## config.mk

```make
export PLATFORM = sky130hd
export DESIGN_NAME = bresenham_line_rasterizer_unit
export DESIGN_NICKNAME = d
export VERILOG_FILES = /design/src/brl_pkg.sv /design/src/brl_datapath.sv /design/src/brl_ctrl.sv /design/src/bresenham_line_rasterizer_unit.sv
export SDC_FILE = /design/constraint.sdc
export NUM_CORES = 1
export LEC_CHECK = 0
export ABC_AREA = 1
export ABC_CLOCK_PERIOD_IN_PS = 6300
export BUFFER_PORTS_ARGS = -buffer_cell sky130_fd_sc_hd__buf_2
export CAP_MARGIN = 10
export CORE_MARGIN = 2
export CORE_UTILIZATION = 45
export CTS_BUF_LIST = sky130_fd_sc_hd__clkbuf_4 sky130_fd_sc_hd__clkbuf_8
export DETAILED_ROUTE_END_ITERATION = 6
export GPL_TIMING_DRIVEN = 0
export HOLD_SLACK_MARGIN = 0.08
export SYNTH_ARGS = -nofsm -noshare
export SYNTH_HDL_FRONTEND = slang
export SYNTH_SLANG_ARGS = --single-unit
```

## constraint.sdc

```tcl
create_clock -name clk -period 6.3 [get_ports clk]
set_input_delay 1.26 -clock clk [delete_from_list [all_inputs] [get_ports clk]]
set_output_delay 1.26 -clock clk [all_outputs]
set_load 0.01 [all_outputs]
```

## src/brl_pkg.sv

```systemverilog
`timescale 1ns / 1ps
// ----------------------------------------------------------------------------
// brl_pkg
// Shared constants, types and helpers of the line rasterizer.
// ----------------------------------------------------------------------------
package brl_pkg;

  localparam int TILE_SIZE = 64;
  localparam int COORD_W   = 6;
  localparam int ERR_W     = 8;

  localparam logic [COORD_W-1:0] COORD_MAX = COORD_W'(TILE_SIZE - 1);
  localparam logic [COORD_W-1:0] STEP_MAX  = COORD_W'(TILE_SIZE - 1);

  typedef logic [COORD_W-1:0] coord_t;

  // controller to datapath
  typedef struct packed {
    logic load;       // latch a new line request
    logic step;       // advance the walk by one major step
    logic emit;       // load the output word
    logic emit_last;  // output word is the end point
  } brl_cmd_t;

  // datapath to controller
  typedef struct packed {
    logic at_end;
  } brl_stat_t;

  function automatic coord_t clamp_coord(input coord_t v);
    coord_t c;
    c = v;
    if (c > COORD_MAX) begin
      c = COORD_MAX;
    end
    return c;
  endfunction

endpackage

```

## src/brl_datapath.sv

```systemverilog
`timescale 1ns / 1ps
// ----------------------------------------------------------------------------
// brl_datapath
// Position, error and delta registers of the walk, plus the output word.
// ----------------------------------------------------------------------------
module brl_datapath (
  input  logic                 clk,
  input  brl_pkg::brl_cmd_t    cmd,
  output brl_pkg::brl_stat_t   stat,
  input  brl_pkg::coord_t      in_x_start,
  input  brl_pkg::coord_t      in_y_start,
  input  brl_pkg::coord_t      in_x_end,
  input  brl_pkg::coord_t      in_y_end,
  output brl_pkg::coord_t      out_pixel_x,
  output brl_pkg::coord_t      out_pixel_y,
  output logic                 out_last_pixel
);

  brl_pkg::coord_t cur_x_r, cur_y_r, end_x_r, end_y_r;
  brl_pkg::coord_t dmaj_r, dmin_r, cnt_r;
  logic signed [brl_pkg::ERR_W-1:0] err_r;
  logic x_major_r, x_down_r, y_down_r;
  brl_pkg::coord_t pix_x_r, pix_y_r;
  logic last_r;

  brl_pkg::coord_t xs, ys, xe, ye, adx, ady;
  logic [brl_pkg::COORD_W:0] dx, dy;
  logic x_major_nxt;
  logic signed [brl_pkg::ERR_W-1:0] err_sub, err_nxt;
  brl_pkg::coord_t cur_x_nxt, cur_y_nxt;
  brl_pkg::coord_t x_adv, y_adv;

  always_comb begin
    xs  = brl_pkg::clamp_coord(in_x_start);
    ys  = brl_pkg::clamp_coord(in_y_start);
    xe  = brl_pkg::clamp_coord(in_x_end);
    ye  = brl_pkg::clamp_coord(in_y_end);
    dx  = {1'b0, xe} - {1'b0, xs};
    dy  = {1'b0, ye} - {1'b0, ys};
    adx = dx[brl_pkg::COORD_W] ? brl_pkg::COORD_W'(-dx) : dx[brl_pkg::COORD_W-1:0];
    ady = dy[brl_pkg::COORD_W] ? brl_pkg::COORD_W'(-dy) : dy[brl_pkg::COORD_W-1:0];
    x_major_nxt = adx > ady;
  end

  always_comb begin
    x_adv   = x_down_r ? cur_x_r - 1'b1 : cur_x_r + 1'b1;
    y_adv   = y_down_r ? cur_y_r - 1'b1 : cur_y_r + 1'b1;
    err_sub = err_r - $signed({2'b00, dmin_r});
    err_nxt = err_sub;
    cur_x_nxt = cur_x_r;
    cur_y_nxt = cur_y_r;
    // minor axis steps when the error goes negative
    if (err_sub < 0) begin
      err_nxt = err_sub + $signed({2'b00, dmaj_r});
    end
    if (x_major_r) begin
      cur_x_nxt = x_adv;
      if (err_sub < 0) cur_y_nxt = y_adv;
    end else begin
      cur_y_nxt = y_adv;
      if (err_sub < 0) cur_x_nxt = x_adv;
    end
  end

  always_ff @(posedge clk) begin
    if (cmd.load) begin
      cur_x_r   <= xs;
      cur_y_r   <= ys;
      end_x_r   <= xe;
      end_y_r   <= ye;
      x_major_r <= x_major_nxt;
      x_down_r  <= dx[brl_pkg::COORD_W] || (dx == '0);
      y_down_r  <= dy[brl_pkg::COORD_W] || (dy == '0);
      dmaj_r    <= x_major_nxt ? adx : ady;
      dmin_r    <= x_major_nxt ? ady : adx;
      err_r     <= $signed({2'b00, (x_major_nxt ? adx : ady) >> 1});
      cnt_r     <= '0;
    end else if (cmd.step) begin
      cur_x_r <= cur_x_nxt;
      cur_y_r <= cur_y_nxt;
      err_r   <= err_nxt;
      cnt_r   <= cnt_r + 1'b1;
    end
    if (cmd.emit) begin
      pix_x_r <= cmd.emit_last ? end_x_r : cur_x_r;
      pix_y_r <= cmd.emit_last ? end_y_r : cur_y_r;
      last_r  <= cmd.emit_last;
    end
  end

  assign stat.at_end = (x_major_r ? (cur_x_r == end_x_r) : (cur_y_r == end_y_r))
                       || (cnt_r == brl_pkg::STEP_MAX);

  assign out_pixel_x    = pix_x_r;
  assign out_pixel_y    = pix_y_r;
  assign out_last_pixel = last_r;

endmodule

```

## src/brl_ctrl.sv

```systemverilog
`timescale 1ns / 1ps
// ----------------------------------------------------------------------------
// brl_ctrl
// Sequencer: takes a request, walks it one pixel a cycle while the output is free, owns out_valid.
// ----------------------------------------------------------------------------
module brl_ctrl (
  input  logic                clk,
  input  logic                rst_n,
  input  logic                in_valid,
  output logic                in_stall,
  output logic                out_valid,
  input  logic                out_stall,
  input  brl_pkg::brl_stat_t  stat,
  output brl_pkg::brl_cmd_t   cmd
);

  typedef enum logic {
    IDLE,
    WALK
  } state_t;

  state_t state_r, state_nxt;
  logic   out_valid_r, out_valid_nxt;
  logic   out_free;

  assign in_stall = (state_r != IDLE);
  assign out_free = !out_valid_r || !out_stall;

  always_comb begin
    cmd       = '0;
    state_nxt = state_r;
    case (state_r)
      IDLE: begin
        if (in_valid) begin
          cmd.load  = 1'b1;
          state_nxt = WALK;
        end
      end
      WALK: begin
        if (out_free) begin
          cmd.emit = 1'b1;
          if (stat.at_end) begin
            cmd.emit_last = 1'b1;
            state_nxt     = IDLE;
          end else begin
            cmd.step = 1'b1;
          end
        end
      end
      default: state_nxt = IDLE;
    endcase
    // hold the word while stalled, drop it once taken
    out_valid_nxt = cmd.emit ? 1'b1 : (out_valid_r && out_stall);
  end

  always_ff @(posedge clk) begin
    if (!rst_n) begin
      state_r     <= IDLE;
      out_valid_r <= 1'b0;
    end else begin
      state_r     <= state_nxt;
      out_valid_r <= out_valid_nxt;
    end
  end

  assign out_valid = out_valid_r;

endmodule

```

## src/bresenham_line_rasterizer_unit.sv

```systemverilog
`timescale 1ns / 1ps
// ----------------------------------------------------------------------------
// bresenham_line_rasterizer_unit
// Bresenham line walker for one 64 by 64 tile.
// ----------------------------------------------------------------------------
// A request carries start and end points; the unit emits every pixel from
// start to end, one word per cycle while out_stall is low, and flags the end
// point with out_last_pixel. A line of major delta D gives D+1 words, the
// unit latching the request and then emitting each pixel from the single
// error/position update loop; the next request is taken once the end point
// has entered the output register. The output register lets the walk
// finish while the last word waits to be taken.
module bresenham_line_rasterizer_unit (
  input  logic            clk,
  input  logic            rst_n,
  input  logic            in_valid,
  output logic            in_stall,
  input  brl_pkg::coord_t in_x_start,
  input  brl_pkg::coord_t in_y_start,
  input  brl_pkg::coord_t in_x_end,
  input  brl_pkg::coord_t in_y_end,
  output logic            out_valid,
  input  logic            out_stall,
  output brl_pkg::coord_t out_pixel_x,
  output brl_pkg::coord_t out_pixel_y,
  output logic            out_last_pixel
);

  brl_pkg::brl_cmd_t  cmd;
  brl_pkg::brl_stat_t stat;

  brl_ctrl u_ctrl (
    .clk       (clk),
    .rst_n     (rst_n),
    .in_valid  (in_valid),
    .in_stall  (in_stall),
    .out_valid (out_valid),
    .out_stall (out_stall),
    .stat      (stat),
    .cmd       (cmd)
  );

  brl_datapath u_datapath (
    .clk            (clk),
    .cmd            (cmd),
    .stat           (stat),
    .in_x_start     (in_x_start),
    .in_y_start     (in_y_start),
    .in_x_end       (in_x_end),
    .in_y_end       (in_y_end),
    .out_pixel_x    (out_pixel_x),
    .out_pixel_y    (out_pixel_y),
    .out_last_pixel (out_last_pixel)
  );

endmodule
```

### Yosys cells after proc, flatten, opt, wreduce, memory -nomap -nowiden

Index checks and enable logic that the tools add are counted.

| operators by class | value |
|---|---|
| equal/unequal tests | 4 |
| bitwise logic cells | 1 |
| magnitude comparators | 6 |
| shifts and indexed selects | 0 |
| multiply operators | 0 |
| mux-type cells | 33 |
| reductions and logical operators | 13 |
| add/sub/neg operators | 11 |
| div/mod/pow operators | 0 |

Operators by type and width:

| cell | count |
|---|---|
| 2-to-1 mux 6 bit | 20 |
| greater-than comparator 6 bit (second input constant) | 4 |
| adder 6 x 1 -> 6 bit (second input constant) | 3 |
| logical NOT 7 bit | 2 |
| subtractor 6 x 6 -> 7 bit | 2 |
| == test 6 bit | 2 |
| negator 6 bit | 2 |
| subtractor 6 x 1 -> 6 bit (second input constant) | 2 |
| 2-to-1 mux 5 bit | 2 |
| adder 8 x 7 -> 8 bit | 1 |
| less-than comparator 8 x 1 -> 1 bit (second input constant) | 1 |
| 2-to-1 mux 8 bit | 1 |
| subtractor 8 x 7 -> 8 bit | 1 |
| 2-to-1 mux 1 bit | 7 |
| == test 6 bit (second input constant) | 1 |
| greater-than comparator 6 bit | 1 |
| 2-to-1 mux 3 bit | 2 |
| logical OR 1 bit | 4 |
| AND reduction 2 bit | 2 |
| inequality test 3 bit (second input constant) | 1 |
| nonzero test 3 bit | 1 |
| logical NOT 1 bit | 2 |
| one-hot mux 1 bit (2 select lines) | 1 |
| nonzero test 2 bit | 1 |
| 2 further kinds | 2 |

| storage, ports and cells | value |
|---|---|
| bits in latches | 0 |
| register bits | 68 |
| bits in writable memories | 0 |
| memories kept | 0 |
| memory bits (read-only) | 0 |
| input port bits | 28 |
| word-level logic and storage cells | 85 |

### Depth between registers and ports, before layout

| logic depth | value |
|---|---|
| depth in word-level cells | 8 |
| mapped depth | 25 |

### By module

Synthesis repeated with hierarchy kept, for this count alone.

| second synthesis, totals | value |
|---|---|
| cell total of the unflattened synthesis | 603 |
| area, all modules | 4902.2 um^2 |

Modules (own cells, without submodules):

| module | times used | area an instance (um^2) | sequential area each (um^2) | cells each |
|---|---|---|---|---|
| brl_datapath | 1 | 4797.1 | 1891.8 | 586 |
| brl_ctrl | 1 | 105.1 | 40.0 | 17 |

### Least setup slack after synthesis

Ideal clock, no wire load.

| timing | value |
|---|---|
| path type | input port to flip-flop |
| from | in in_y_start[0] |
| to | reg u_datapath.dmin_r[1], data pin |
| library setup time | 0.268 ns |
| data required time | 6.032 ns |
| arrival time | 3.856 ns |
| stages on the path | 19 |
| path buffers | 2 |
| path slack | 2.176 ns |
| cells stage by stage | clkbuf_1 -> ha_1 -> inv_1 -> fa_1 -> xor2_1 -> nor3_1 -> nor2_2 -> or2_1 -> nand2_1 -> inv_1 -> ha_1 -> nand2_1 -> nor2_1 -> o21ai_0 -> o211ai_1 -> nand2_1 -> inv_1 -> buf_2 -> o21ai_0 |

| on the way | value |
|---|---|
| longest elaborated chain between the ends | 7 |

RTL lines:

| element | RTL line | RTL |
|---|---|---|
| start: declaration | bresenham_line_rasterizer_unit.sv:19 | `input brl_pkg::coord_t in_y_start,` |
| greater-than comparator 6 bit | brl_pkg.sv:33 | `if (c > COORD_MAX) begin` |
| 2-to-1 mux 6 bit (*) | brl_pkg.sv:33 |  |
| subtractor 6 x 6 -> 7 bit (*) | brl_datapath.sv:39 | `dy = {1'b0, ye} - {1'b0, ys};` |
| negator 6 bit | brl_datapath.sv:41 | `ady = dy[brl_pkg::COORD_W] ? brl_pkg::COORD_W'(-dy) : dy[brl_pkg::COORD_W-1:0];` |
| 2-to-1 mux 6 bit (*) | brl_datapath.sv:41 |  |
| greater-than comparator 6 bit (*) | brl_datapath.sv:42 | `x_major_nxt = adx > ady;` |
| net u_datapath.x_major_nxt | brl_datapath.sv:28 | `logic x_major_nxt;` |
| 2-to-1 mux 6 bit (*) | brl_datapath.sv:75 | `dmin_r <= x_major_nxt ? ady : adx;` |
| end signal: assignment | brl_datapath.sv:75 |  |
| end: declaration | brl_datapath.sv:20 | `brl_pkg::coord_t dmaj_r, dmin_r, cnt_r;` |

Mark *: on every way through the listed nets, which the timed path passes. The rest lies on a longest branch.
A chain may end at the register's enable or synchronous reset.

### Final worst setup path

| timing | value |
|---|---|
| from | in in_y_start[0] |
| to | reg u_datapath.dmin_r[0], data pin |

The elaborated chain is that of the path after synthesis.

==> metrics.md <==
| Metric | Value |
|---|---|
| Final Setup Violations | `0` |
| Synth Instances | `619` |
| RSZ-0062 raised after global routing | `no` |
| Total I/O pin count | `43` |
| NetSw | `1.04 mW` |
| Vias in the first global route | `3986` |
| First-pass GRT wire length | `18.7 mm` |
| Leakage | `2.70 nW` |
| Antenna violations before repair | `0` |
| Later-pin clock latency in the skew report | `0.36 ns` |
| Hpwl dp | `8.82 mm` |
| Final slew viol count | `0` |
| N_diodes | `0` |
| Hold Path Class | `reg2reg` |
| Total Wirelength | `11.3 mm` |
| Syn Nets | `693` |
| Pint | `1.43 mW` |
| Clock sink count | `68` |
| Area grow syn2layout | `11.4%` |
| Post-CTS Hold Buffers | `0` |
| Library cells used by synthesis | `47` |
| CTS Root Cell | `clkbuf_8` |
| Outcome | `finished clean` |
| Sw Ratio | `42.3%` |
| Die area | `0.0119 mm2` |
| H-tree levels | `3` |
| Crit path max fanout | `10` |
| Flop pwr share | `29.4%` |
| Max-slew headroom | `42.9%` |
| Pwr/cell area | `445 mW/mm2` |
| Maximum vdd drop | `0.257 mV` |
| Final ANT Viol Nets | `0` |
| Crit path DAT | `4.29 ns` |
| Period utilization | `66.8%` |
| Final non-filler cell area | `0.00555 mm2` |
| TritonCTS buffer count | `9` |
| Total Routing Usage GR | `20.5%` |
| First drt pass iteration count | `5` |
| Dominant cells by area after synthesis | `edfxtp_1, nand2_1, ha_1` |
| Clk_skew | `0.0121 ns` |
| Core footprint | `0.0108 mm2` |
| Seq cells post-synth | `68` |
| Worst setup EP type | `flop` |
| Final GP Congestion | `0.864` |
| Synth Flop Type | `edfxtp_1` |
| Post-synth ARST share | `0%` |
| Ys Warns | `0` |
| Area leader, netlist | `edfxtp_1` |
| CTS clk-pin slew, worst paths | `0.07 ns` |
| Clock Tree Buf Depth | `2` |
| Final nets | `737` |
| DRC violations left | `0` |
| Vias | `4124` |
| Routed wire per std cell | `13.9 um` |
| Setup TNS | `0 ns` |
| Layout cells sized above 1 | `12.6%` |
| Initial DRC Count | `224` |
| Post-cts sizing count | `0` |
| Max_cap viols | `0` |
| Data required, critical path | `6.39 ns` |
| Worst-Margin Slew | `0.857 ns` |
| Reg2reg path depth | `7` |
| Critical path class | `in2reg` |
| Final hold vios | `0` |
| Placed Area | `0.00532 mm2` |
| Clock share of power | `16.7%` |
| WHS Path Cells | `2` |
| # fillers | `1086` |
| Max frequency | `238 MHz` |
| Synth top area share | `34.4%` |
| Buffers on Ports | `33` |
| Cell Rows | `38` |
| Post-Syn Area | `0.00498 mm2` |
| Largest net degree at the start of global routing | `37` |
| DIE HEIGHT | `109 um` |
| Comb power frac | `53.9%` |
| DR vias/cell | `5.11` |
| Mean Syn Cell Area | `8.05 um2` |
| Post-route minimum period | `4.21 ns` |
| Part of the Yosys area used for sequential elements | `38.8%` |
| Die span in x | `109 um` |
| Initial Util | `46.0%` |
| Total grt overflow | `0` |
| Worst setup SP type | `primary input` |
| Post-synth EDFFs | `57` |
| Setup Buffers After CTS | `0` |
| CTS tree | `built` |
[power by group through the flow]
stage | registers [mW] | logic [mW] | clock network, mW
after floorplan | 0.722 | 1.05 | 0
after global placement | 0.734 | 1.29 | 0
after detailed placement | 0.736 | 1.33 | 0
after CTS | 0.726 | 1.34 | 0.422
after global routing | 0.739 | 1.54 | 0.441
final | 0.726 | 1.33 | 0.413
[layout by cell type (no fill, tap or decap), types with 4 or more instances in the layout]
cell | Yosys | layout
nand3_1 | 44 | 44
clkbuf_1 | 15 | 15
nand4_1 | 10 | 10
dfxtp_1 | 11 | 11
xnor2_1 | 10 | 10
o21ai_1 | 13 | 13
o21ai_0 | 19 | 19
or2_1 | 4 | 4
fa_1 | 5 | 5
edfxtp_1 | 57 | 57
a21oi_1 | 30 | 30
nand2_1 | 163 | 163
clkbuf_8 | 0 | 11
xor2_1 | 13 | 13
nor2_1 | 22 | 22
buf_2 | 3 | 37
inv_1 | 94 | 94
o21ai_2 | 4 | 4
ha_1 | 41 | 41
inv_2 | 6 | 6
o22ai_1 | 9 | 9
and2_1 | 5 | 5
[layout make-up]
type / instances / area, um2 / share of cell area, %
sequential: 68 / 1930 / 34.8
inverter: 101 / 384 / 6.92
timing repair buffer: 33 / 165 / 2.98
clock buffer: 11 / 151 / 2.73
multi-input combinational: 426 / 2550 / 45.9
tap: 140 / 175 / 3.16
buffer: 24 / 121 / 2.19
clock inverter: 4 / 72.6 / 1.31
[through the flow]
stage | cells | utilization (%) | total power [mW] | hold slack [ns] | setup WS, ns
2_1_floorplan | 619 | - | 1.78 | 0.425 | 2.18
4_1_cts | 807 | 51.2 | 2.49 | 0.470 | 2.11
3_5_place_dp | 792 | 49.1 | 2.06 | 0.458 | 1.74
6_report | 807 | 51.2 | 2.47 | 0.468 | 2.09
3_3_place_gp | 792 | 49.1 | 2.03 | 0.455 | 1.76
5_1_grt | 807 | 51.2 | 2.72 | 0.495 | 1.74
[cells in the mapped netlist (all sizes together), types with 3 or more instances]
master,n
ha,41
o22ai,9
or2,6
xor2,14
fa,5
and2,5
a21boi,3
nor2,25
edfxtp,57
buf,9
dfxtp,11
nand2,167
inv,101
o21ai,36
xnor2,11
nand3,48
nand4,11
nor3,3
nand3b,3
clkbuf,15
a21oi,31
[metal layers]
layer	GRT usage (%)	wire [um]
met4	6.69	136
met1	26.0	5210
met3	3.89	432
met2	35.2	5470
met5	0	0
[kinds of logic (layout without fill, tap and decap cells)]
logic type / Yosys count / in the layout / synth area share (%)
flip-flops: 68 / 68 / 38.8
AO/OA/AOI/OAI: 87 / 87 / 9.87
XOR/XNOR: 25 / 25 / 4.70
AND/OR/NAND/NOR: 268 / 268 / 24.2
buffers and inverters: 125 / 173 / 10.1
adder cells (fa/ha/maj): 46 / 46 / 12.3
[flip-flops by register name (all words and copies together) (netlist names)]
signal,count
u_datapath.err_r,8
u_datapath.cnt_r,6
u_datapath.cur_x_r,6
u_datapath.cur_y_r,6
u_datapath.dmaj_r,6
u_datapath.dmin_r,6
u_datapath.end_x_r,6
u_datapath.end_y_r,6
u_datapath.out_pixel_x,6
u_datapath.out_pixel_y,6
u_ctrl.in_stall,1
u_ctrl.out_valid,1
u_datapath.out_last_pixel,1
u_datapath.x_down_r,1
u_datapath.x_major_r,1
u_datapath.y_down_r,1
[path summary, 6_finish.rpt]
path	startpoint	endpoint	slack, ns
hold reg to reg	u_datapath.err_r[5]	u_datapath.err_r[5]	0.47
setup reg to reg	u_ctrl.out_valid	u_datapath.cur_x_r[5]	3.65
setup / recovery	in_y_start[0]	u_datapath.dmin_r[0]	2.09
hold / removal	u_datapath.err_r[5]	u_datapath.err_r[5]	0.47
[worst max-delay path, cell delays in order]
cell,delay (ns)
buf_2,0.10
clkbuf_1,0.09
ha_1,0.13
inv_1,0.07
fa_1,0.42
xor2_1,0.23
nor3_1,0.26
nand3_1,0.15
nand2_1,0.08
nand2_1,0.06
nand2_1,0.06
inv_1,0.06
ha_1,0.29
nand2_1,0.08
nor2_1,0.14
o21ai_0,0.10
o211ai_1,0.09
nand2_1,0.13
inv_1,0.15
buf_2,0.22
o21ai_0,0.13
No activity file was read; power rests on OpenSTA's default activity.
